[src/rtl/pkseq_pkg.sv]
`default_nettype none

package pkseq_pkg;

    localparam int KEY_ENTRIES_DEF = 16;
    localparam int HOLD_DEPTH_DEF  = 4;
    localparam int TAG_BITS_DEF    = 16;

    localparam int SEQ_W = 64;
    localparam int TAG_W = 16;

    localparam logic OP_MESSAGE = 1'b0;
    localparam logic OP_REPLY   = 1'b1;

    typedef enum logic [2:0] {
        ACT_SEND_SEQ   = 3'd0,
        ACT_SEND_UNSEQ = 3'd1,
        ACT_HELD       = 3'd2,
        ACT_REPLY      = 3'd3,
        ACT_TABLE_FULL = 3'd4,
        ACT_QUEUE_FULL = 3'd5,
        ACT_UNKNOWN    = 3'd6
    } t_action;

    typedef struct packed {
        logic             opcode;
        logic             has_sequence;
        logic [SEQ_W-1:0] sequence_id;
        logic [TAG_W-1:0] item_tag;
    } t_in_word;

    typedef struct packed {
        t_action          action;
        logic [TAG_W-1:0] out_tag;
        logic [SEQ_W-1:0] out_sequence_id;
        logic             last;
    } t_out_word;

    // Outcome of one lookup, handed from the key table to the output stage.
    typedef struct packed {
        t_action          action;
        logic             pop;
        logic [TAG_W-1:0] tag;
        logic [SEQ_W-1:0] seq;
    } t_decision;

endpackage

`default_nettype wire

[src/rtl/pkseq_table.sv]
`default_nettype none

module pkseq_table #(
    parameter int KEY_ENTRIES = pkseq_pkg::KEY_ENTRIES_DEF,
    parameter int HOLD_DEPTH  = pkseq_pkg::HOLD_DEPTH_DEF,
    parameter int TAG_BITS    = pkseq_pkg::TAG_BITS_DEF
) (
    input  wire logic                       i_clk,
    input  wire logic                       i_rst_n,
    input  wire logic                       i_fire,
    input  wire pkseq_pkg::t_in_word        i_word,
    output pkseq_pkg::t_decision            o_dec,
    output logic [pkseq_pkg::TAG_W-1:0]     o_held_tag
);

    localparam int KW    = (KEY_ENTRIES > 1) ? $clog2(KEY_ENTRIES) : 1;
    localparam int HW    = (HOLD_DEPTH > 1) ? $clog2(HOLD_DEPTH) : 1;
    localparam int CW    = $clog2(HOLD_DEPTH + 1);
    localparam int DEPTH = KEY_ENTRIES * HOLD_DEPTH;
    localparam int AW    = (DEPTH > 1) ? $clog2(DEPTH) : 1;
    localparam int TW    = (TAG_BITS < pkseq_pkg::TAG_W) ? TAG_BITS : pkseq_pkg::TAG_W;
    localparam logic [pkseq_pkg::TAG_W-1:0] TagMask =
        pkseq_pkg::TAG_W'((32'd1 << TW) - 32'd1);
    localparam logic [CW-1:0] HoldFull = CW'(HOLD_DEPTH);
    localparam logic [HW-1:0] HeadLast = HW'(HOLD_DEPTH - 1);
    localparam logic [HW:0]   HoldSum  = (HW+1)'(HOLD_DEPTH);

    logic [KEY_ENTRIES-1:0]       r_busy;
    logic [pkseq_pkg::SEQ_W-1:0]  r_key   [KEY_ENTRIES];
    logic [HW-1:0]                r_head  [KEY_ENTRIES];
    logic [CW-1:0]                r_count [KEY_ENTRIES];
    logic [TW-1:0]                r_mem   [DEPTH];
    logic [TW-1:0]                r_held_q;

    logic [KEY_ENTRIES-1:0] hit_vec, hit_1h, free_vec, free_1h, sel_1h;
    logic                   hit, has_free;
    logic [KW-1:0]          idx;
    logic [HW-1:0]          head, head_inc, slot;
    logic [CW-1:0]          count;
    logic [HW:0]            slot_sum;
    logic [AW-1:0]          wr_addr, rd_addr;
    logic                   push, claim, pop, release_key;

    // lowest-index match and lowest-index free entry
    always_comb begin
        for (int e = 0; e < KEY_ENTRIES; e++) begin
            hit_vec[e] = r_busy[e] && (r_key[e] == i_word.sequence_id);
        end
        free_vec = ~r_busy;
        hit_1h   = hit_vec & (~hit_vec + 1'b1);
        free_1h  = free_vec & (~free_vec + 1'b1);
        hit      = |hit_vec;
        has_free = |free_vec;
        sel_1h   = hit ? hit_1h : free_1h;
    end

    always_comb begin
        idx   = '0;
        head  = '0;
        count = '0;
        for (int e = 0; e < KEY_ENTRIES; e++) begin
            if (sel_1h[e]) begin
                idx   = idx | KW'(e);
                head  = head | r_head[e];
                count = count | r_count[e];
            end
        end
    end

    always_comb begin
        slot_sum = (HW+1)'(head) + (HW+1)'(count);
        slot     = (slot_sum >= HoldSum) ? HW'(slot_sum - HoldSum) : HW'(slot_sum);
        head_inc = (head == HeadLast) ? '0 : head + 1'b1;
        wr_addr  = AW'(idx) * AW'(HOLD_DEPTH) + AW'(slot);
        rd_addr  = AW'(idx) * AW'(HOLD_DEPTH) + AW'(head);
    end

    always_comb begin
        o_dec.action = pkseq_pkg::ACT_SEND_UNSEQ;
        o_dec.pop    = 1'b0;
        o_dec.tag    = i_word.item_tag & TagMask;
        o_dec.seq    = i_word.sequence_id;
        push         = 1'b0;
        claim        = 1'b0;
        pop          = 1'b0;
        release_key  = 1'b0;
        if (i_word.opcode == pkseq_pkg::OP_MESSAGE) begin
            if (!i_word.has_sequence) begin
                o_dec.action = pkseq_pkg::ACT_SEND_UNSEQ;
                o_dec.seq    = '0;
            end else if (hit) begin
                if (count >= HoldFull) begin
                    o_dec.action = pkseq_pkg::ACT_QUEUE_FULL;
                end else begin
                    o_dec.action = pkseq_pkg::ACT_HELD;
                    push         = 1'b1;
                end
            end else if (!has_free) begin
                o_dec.action = pkseq_pkg::ACT_TABLE_FULL;
            end else begin
                o_dec.action = pkseq_pkg::ACT_SEND_SEQ;
                claim        = 1'b1;
            end
        end else begin
            if (!hit) begin
                o_dec.action = pkseq_pkg::ACT_UNKNOWN;
            end else if (count != '0) begin
                // held word goes out first, the reply follows
                o_dec.action = pkseq_pkg::ACT_SEND_SEQ;
                o_dec.pop    = 1'b1;
                pop          = 1'b1;
            end else begin
                o_dec.action = pkseq_pkg::ACT_REPLY;
                release_key  = 1'b1;
            end
        end
    end

    always_ff @(posedge i_clk) begin
        if (!i_rst_n) begin
            r_busy <= '0;
            for (int e = 0; e < KEY_ENTRIES; e++) begin
                r_head[e]  <= '0;
                r_count[e] <= '0;
            end
        end else if (i_fire) begin
            if (claim) begin
                r_busy[idx]  <= 1'b1;
                r_head[idx]  <= '0;
                r_count[idx] <= '0;
            end
            if (push) begin
                r_count[idx] <= count + 1'b1;
            end
            if (pop) begin
                r_head[idx]  <= head_inc;
                r_count[idx] <= count - 1'b1;
            end
            if (release_key) begin
                r_busy[idx] <= 1'b0;
                r_head[idx] <= '0;
            end
        end
    end

    always_ff @(posedge i_clk) begin
        if (i_fire && claim) begin
            r_key[idx] <= i_word.sequence_id;
        end
    end

    always_ff @(posedge i_clk) begin
        if (i_fire && push) begin
            r_mem[wr_addr] <= i_word.item_tag[TW-1:0];
        end
        if (i_fire && pop) begin
            r_held_q <= r_mem[rd_addr];
        end
    end

    assign o_held_tag = pkseq_pkg::TAG_W'(r_held_q);

endmodule

`default_nettype wire

[src/rtl/per_key_in_order_sequencer.sv]
// Per-key in-order sequencer: at most one message per sequence id is in flight.
// Input channel (i_in_valid / o_in_stall / i_in_word) carries messages from
// upstream (opcode message) and replies from downstream (opcode reply).
// Output channel (o_out_valid / i_out_stall / o_out_word) carries one action
// word per result; last marks the final word of an input.
// A word is taken into an input register, looked up against the key table
// once the output register can take its result, and the result registered.
// One input per cycle is sustained while the output is not stalled; a reply
// that releases a held message yields two output words, the held word and
// then the reply, and holds the input register until the held word is taken.
// The combinational loop is the parallel key compare plus the ring update.
// Held tags live in a KEY_ENTRIES*HOLD_DEPTH memory; its read data is
// registered together with the result.
// Reset clears the key table at once; no clearing pass is needed.
// When the receiver stalls, the output word holds, the input register keeps
// one more word, and o_in_stall rises once that register is occupied.
`default_nettype none

module per_key_in_order_sequencer #(
    parameter int KEY_ENTRIES = pkseq_pkg::KEY_ENTRIES_DEF,
    parameter int HOLD_DEPTH  = pkseq_pkg::HOLD_DEPTH_DEF,
    parameter int TAG_BITS    = pkseq_pkg::TAG_BITS_DEF
) (
    input  wire logic                 i_clk,
    input  wire logic                 i_rst_n,
    input  wire logic                 i_in_valid,
    output logic                      o_in_stall,
    input  wire pkseq_pkg::t_in_word  i_in_word,
    output logic                      o_out_valid,
    input  wire logic                 i_out_stall,
    output pkseq_pkg::t_out_word      o_out_word
);

    logic                            r_in_valid;
    pkseq_pkg::t_in_word             r_in;
    logic                            r_o_valid;
    logic                            r_o_sec;
    logic                            r_o_mem;
    pkseq_pkg::t_action              r_o_action;
    logic [pkseq_pkg::TAG_W-1:0]     r_o_tag;
    logic [pkseq_pkg::SEQ_W-1:0]     r_o_seq;
    logic                            r_o_last;

    pkseq_pkg::t_decision            dec;
    logic [pkseq_pkg::TAG_W-1:0]     held_tag;
    logic                            out_free, fire, in_take, out_take;

    assign out_take   = r_o_valid && !i_out_stall;
    assign out_free   = !r_o_valid || (out_take && !r_o_sec);
    assign fire       = r_in_valid && out_free;
    assign o_in_stall = r_in_valid && !fire;
    assign in_take    = i_in_valid && !o_in_stall;

    pkseq_table #(
        .KEY_ENTRIES (KEY_ENTRIES),
        .HOLD_DEPTH  (HOLD_DEPTH),
        .TAG_BITS    (TAG_BITS)
    ) u_table (
        .i_clk      (i_clk),
        .i_rst_n    (i_rst_n),
        .i_fire     (fire),
        .i_word     (r_in),
        .o_dec      (dec),
        .o_held_tag (held_tag)
    );

    always_ff @(posedge i_clk) begin
        if (!i_rst_n) begin
            r_in_valid <= 1'b0;
        end else if (in_take) begin
            r_in_valid <= 1'b1;
        end else if (fire) begin
            r_in_valid <= 1'b0;
        end
    end

    always_ff @(posedge i_clk) begin
        if (in_take) begin
            r_in <= i_in_word;
        end
    end

    always_ff @(posedge i_clk) begin
        if (!i_rst_n) begin
            r_o_valid <= 1'b0;
            r_o_sec   <= 1'b0;
            r_o_mem   <= 1'b0;
        end else if (fire) begin
            r_o_valid <= 1'b1;
            r_o_sec   <= dec.pop;
            r_o_mem   <= dec.pop;
        end else if (out_take) begin
            if (r_o_sec) begin
                r_o_sec <= 1'b0;
                r_o_mem <= 1'b0;
            end else begin
                r_o_valid <= 1'b0;
            end
        end
    end

    // r_o_tag keeps the reply tag while the held word is shown first
    always_ff @(posedge i_clk) begin
        if (fire) begin
            r_o_action <= dec.action;
            r_o_tag    <= dec.tag;
            r_o_seq    <= dec.seq;
            r_o_last   <= !dec.pop;
        end else if (out_take && r_o_sec) begin
            r_o_action <= pkseq_pkg::ACT_REPLY;
            r_o_last   <= 1'b1;
        end
    end

    assign o_out_valid                = r_o_valid;
    assign o_out_word.action          = r_o_action;
    assign o_out_word.out_tag         = r_o_mem ? held_tag : r_o_tag;
    assign o_out_word.out_sequence_id = r_o_seq;
    assign o_out_word.last            = r_o_last;

endmodule

`default_nettype wire
[config.mk]
export PLATFORM = sky130hd
export DESIGN_NAME = per_key_in_order_sequencer
export DESIGN_NICKNAME = d
export VERILOG_FILES = /design/src/rtl/pkseq_pkg.sv /design/src/rtl/pkseq_table.sv /design/src/rtl/per_key_in_order_sequencer.sv
export SDC_FILE = /design/constraint.sdc
export NUM_CORES = 2
export LEC_CHECK = 0
export BUFFER_PORTS_ARGS = -buffer_cell sky130_fd_sc_hd__buf_2
export CAP_MARGIN = 20
export CORE_MARGIN = 4
export CORE_UTILIZATION = 40
export DETAILED_ROUTE_END_ITERATION = 8
export GPL_TIMING_DRIVEN = 0
export PLACE_DENSITY = 0.55
export SETUP_SLACK_MARGIN = 0.4
export SLEW_MARGIN = 10
export SYNTH_ARGS = -nofsm -noshare
export SYNTH_HDL_FRONTEND = slang
export SYNTH_SLANG_ARGS = --single-unit
export TNS_END_PERCENT = 30
[constraint.sdc]
create_clock -name i_clk -period 7.8 [get_ports i_clk]
set_input_delay 0.39 -clock i_clk [delete_from_list [all_inputs] [get_ports i_clk]]
set_output_delay 0.39 -clock i_clk [all_outputs]
set_load 0.02 [all_outputs]
==> results.txt <==
Worst-Margin Slew -> 1370 ps
DR pass1 iterations -> 8
share of cells above drive strength 1 -> 0.217
CTS buffer count -> 278
vias in the first global route -> 68381
fin. max-slew vios -> 0
Hold Crit Depth -> 3
area of the mapped netlist -> 99700 um^2
slew margin rel. -> 0.0874
RSZ-0062 raised after global routing -> yes
asr flop ratio synth -> 0
Final Hold Viols -> 0
first-pass GRT wire length -> 661000 um
commonest non-fill, non-tap cells in the layout -> edfxtp_1, xnor2_1, nand2_1
initial antenna violation count -> 111
die height -> 507 um
number of max-cap violations -> 0
pwr dens -> 231 nW/um^2
Core Rows -> 183
fin crit period -> 7790 ps
commonest non-fill, non-tap cell in the layout -> edfxtp_1
vias per cell -> 6.56
CP max stage delay -> 810 ps
post-route ant nets -> 0
Yosys reg bits -> 2330
Wirelength per Cell -> 44.7 um
WL final -> 517000 um
Hold Crit Class -> primary input to register
DPL Wire Length -> 370000 um
crit path cell chain -> buf_8 > buf_4 > xor2_1 > nor4b_1 > nand3_1 > o22ai_4 > nor4b_4 > nand2_4 > a211oi_1 > a2111oi_4 > and2_4 > buf_12 > buf_4 > nor2_1 > clkbuf_4 > nand3_1 > o211ai_1 > nand4_1 > or3_4
Clock Skews -> 54.2 ps
H-tree depth -> 5
GPL Wtd Cong -> 1.02
1st-iter DRT viols -> 15612
clock-pin slew on the worst setup and hold paths -> 60 ps
largest net degree at the start of global routing -> 61
CP Data Required Time -> 8470 ps
syn_area_per_cell -> 14.6 um^2
type of origin of the critical path -> register
YS warnings -> 0
Setup crit end kind -> register
Cells after Synth -> 6818
die area -> 257000 um^2
Crit Path Class -> register to register
CTS tree -> done
Pleak -> 0.0431 uW
Core Area -> 248000 um^2
Simple-Gate Fraction of Synth Area -> 0.122
WP data arrival -> 8470 ps
Worst Path Max Fanout -> 14
PnR Total Power -> 29100 uW
critical path's slowest cell -> nand4_1
max frequency -> 0.128 GHz
Synthesized Nets -> 6909
layout net count -> 8096
Initial Utilization -> 0.402
outcome -> complete, no violations
largest family of logic cells by synthesized area -> simple AND/OR/NAND/NOR gates
Setup violations, final -> 0
Remaining DRCs -> 0
worst skew pair latency -> 970 ps
number of flops mapped to enable cells by yosys -> 2310
Compound-Gate Fraction of Synth Area -> 0.0455
sequential area share after synthesis -> 0.699
clk buf depth -> 4
post-route clock period utilization -> 0.999
via count -> 75872
Unique masters post-synth -> 100
Synth Area in Adders -> 0.000627
root buf cell -> clkbuf_16
aggregate global-route resource usage -> 0.391
global route overflow -> 0
number of clock sinks -> 2330
mux cell area share after synthesis -> 0.0409
die width -> 507 um
Reg2Reg Depth -> 19
ys flop type -> edfxtp_1
Synth-to-Final Area Change -> 26.3%
hold_ws -> 67.1 ps
PortBufs -> 171
maximum vdd drop -> 0.234 mV
post-synthesis xor/xnor area fraction -> 0.0714
num ports -> 172
-- worst paths after layout --
| kind | start | to | slack, ps |
|---|---|---|---|
| max | r_in[59] | u_table.o_held_tag[11] | 6 |
| min | i_rst_n | u_table.r_count[14][1] | 70 |
| max reg2reg | r_in[59] | u_table.o_held_tag[11] | 6 |
| min reg2reg | r_o_sec | r_o_sec | 520 |
-- kinds of logic after synthesis --
group	count (synthesis)
flip-flops	2330
AND/OR/NAND/NOR	2253
XOR/XNOR	813
AO/OA/AOI/OAI	593
buffers and inverters	421
multiplexers	403
adder cells (fa/ha/maj)	5
-- synthesized netlist by cell type, types with 61 or more instances --
library cell	n	area, um^2
buf_2	209	1050
nand2_1	514	1930
nand4_1	321	2010
nor3_1	175	876
nand3_1	185	926
xnor2_1	544	4760
o22ai_1	61	382
nor4_1	203	1270
mux2i_1	364	3640
nor2_1	222	833
edfxtp_1	2310	69400
inv_1	102	383
xor2_1	269	2360
nor2b_1	83	519
a32oi_1	69	604
nand2b_1	327	2050
-- layout make-up --
class	instances	area (um^2)
antenna	56	140
buffer	313	2750
clock buffer	353	7410
clock inverter	108	886
fill	20893	122000
inverter	108	460
multi-input combinational	4068	29900
sequential	2330	69800
tap	3330	4170
timing repair buffer	906	10500
-- critical path: cells and delay by family (launching register included) --
family	cells	cell delay [ps]
buf+inv	5	1580
compound gates	4	1280
xor+xnor	1	450
flops	1	610
simple gates	9	3470
-- state kept, by name, summed over array words and instances, names as in the netlist, 3 cells and up --
| register | count |
|---|---|
| r_o_action | 3 |
| r_in | 82 |
| u_table.o_held_tag | 16 |
| u_table.r_busy | 16 |
| u_table.r_key | 1024 |
| u_table.r_count | 48 |
| r_o_tag | 16 |
| r_o_seq | 64 |
| u_table.r_head | 32 |
| u_table.r_mem | 1024 |
-- through the flow --
stage                     utilization  cells  setup TNS, ps  area, um^2  worst slack, ps
after floorplan                     -   6818              0       99800             1060
after global placement          0.422  10319              -      105000            -8590
after detailed placement        0.451  10726       -4039310      112000            -3700
after CTS                       0.502  11456              0      125000              196
after global routing            0.507  11526              0      126000              197
final                           0.507  11572              0      126000             5.73
-- what timing repair did --
action                                  CTS  global route
hold buffers                             85             0
cloned                                    1             1
gates resized for setup                 481           198
setup buffers                           183            55
endpoints found under the hold margin    96             0
setup endpoints to repair              2027          1102
pin swaps                                74            41
-- power breakdown --
group | internal (uW) | switching, uW | leakage, uW | total (uW)
Sequential | 13800 | 77.2 | 0.0211 | 13900
Clock | 7160 | 5240 | 0.00403 | 12400
Combinational | 813 | 2010 | 0.0180 | 2820
-- per-layer routing --
| metal | routed length, um | global-route usage | vias to the layer above |
|---|---|---|---|
| met2 | 207000 | 0.531 | 6954 |
| met5 | 184 | 0 | - |
| met4 | 30800 | 0.195 | 26 |
| met1 | 197000 | 0.543 | 38968 |
| li1 | - | - | 28645 |
| met3 | 82700 | 0.151 | 1279 |
No activity file was read; power rests on OpenSTA's default activity.
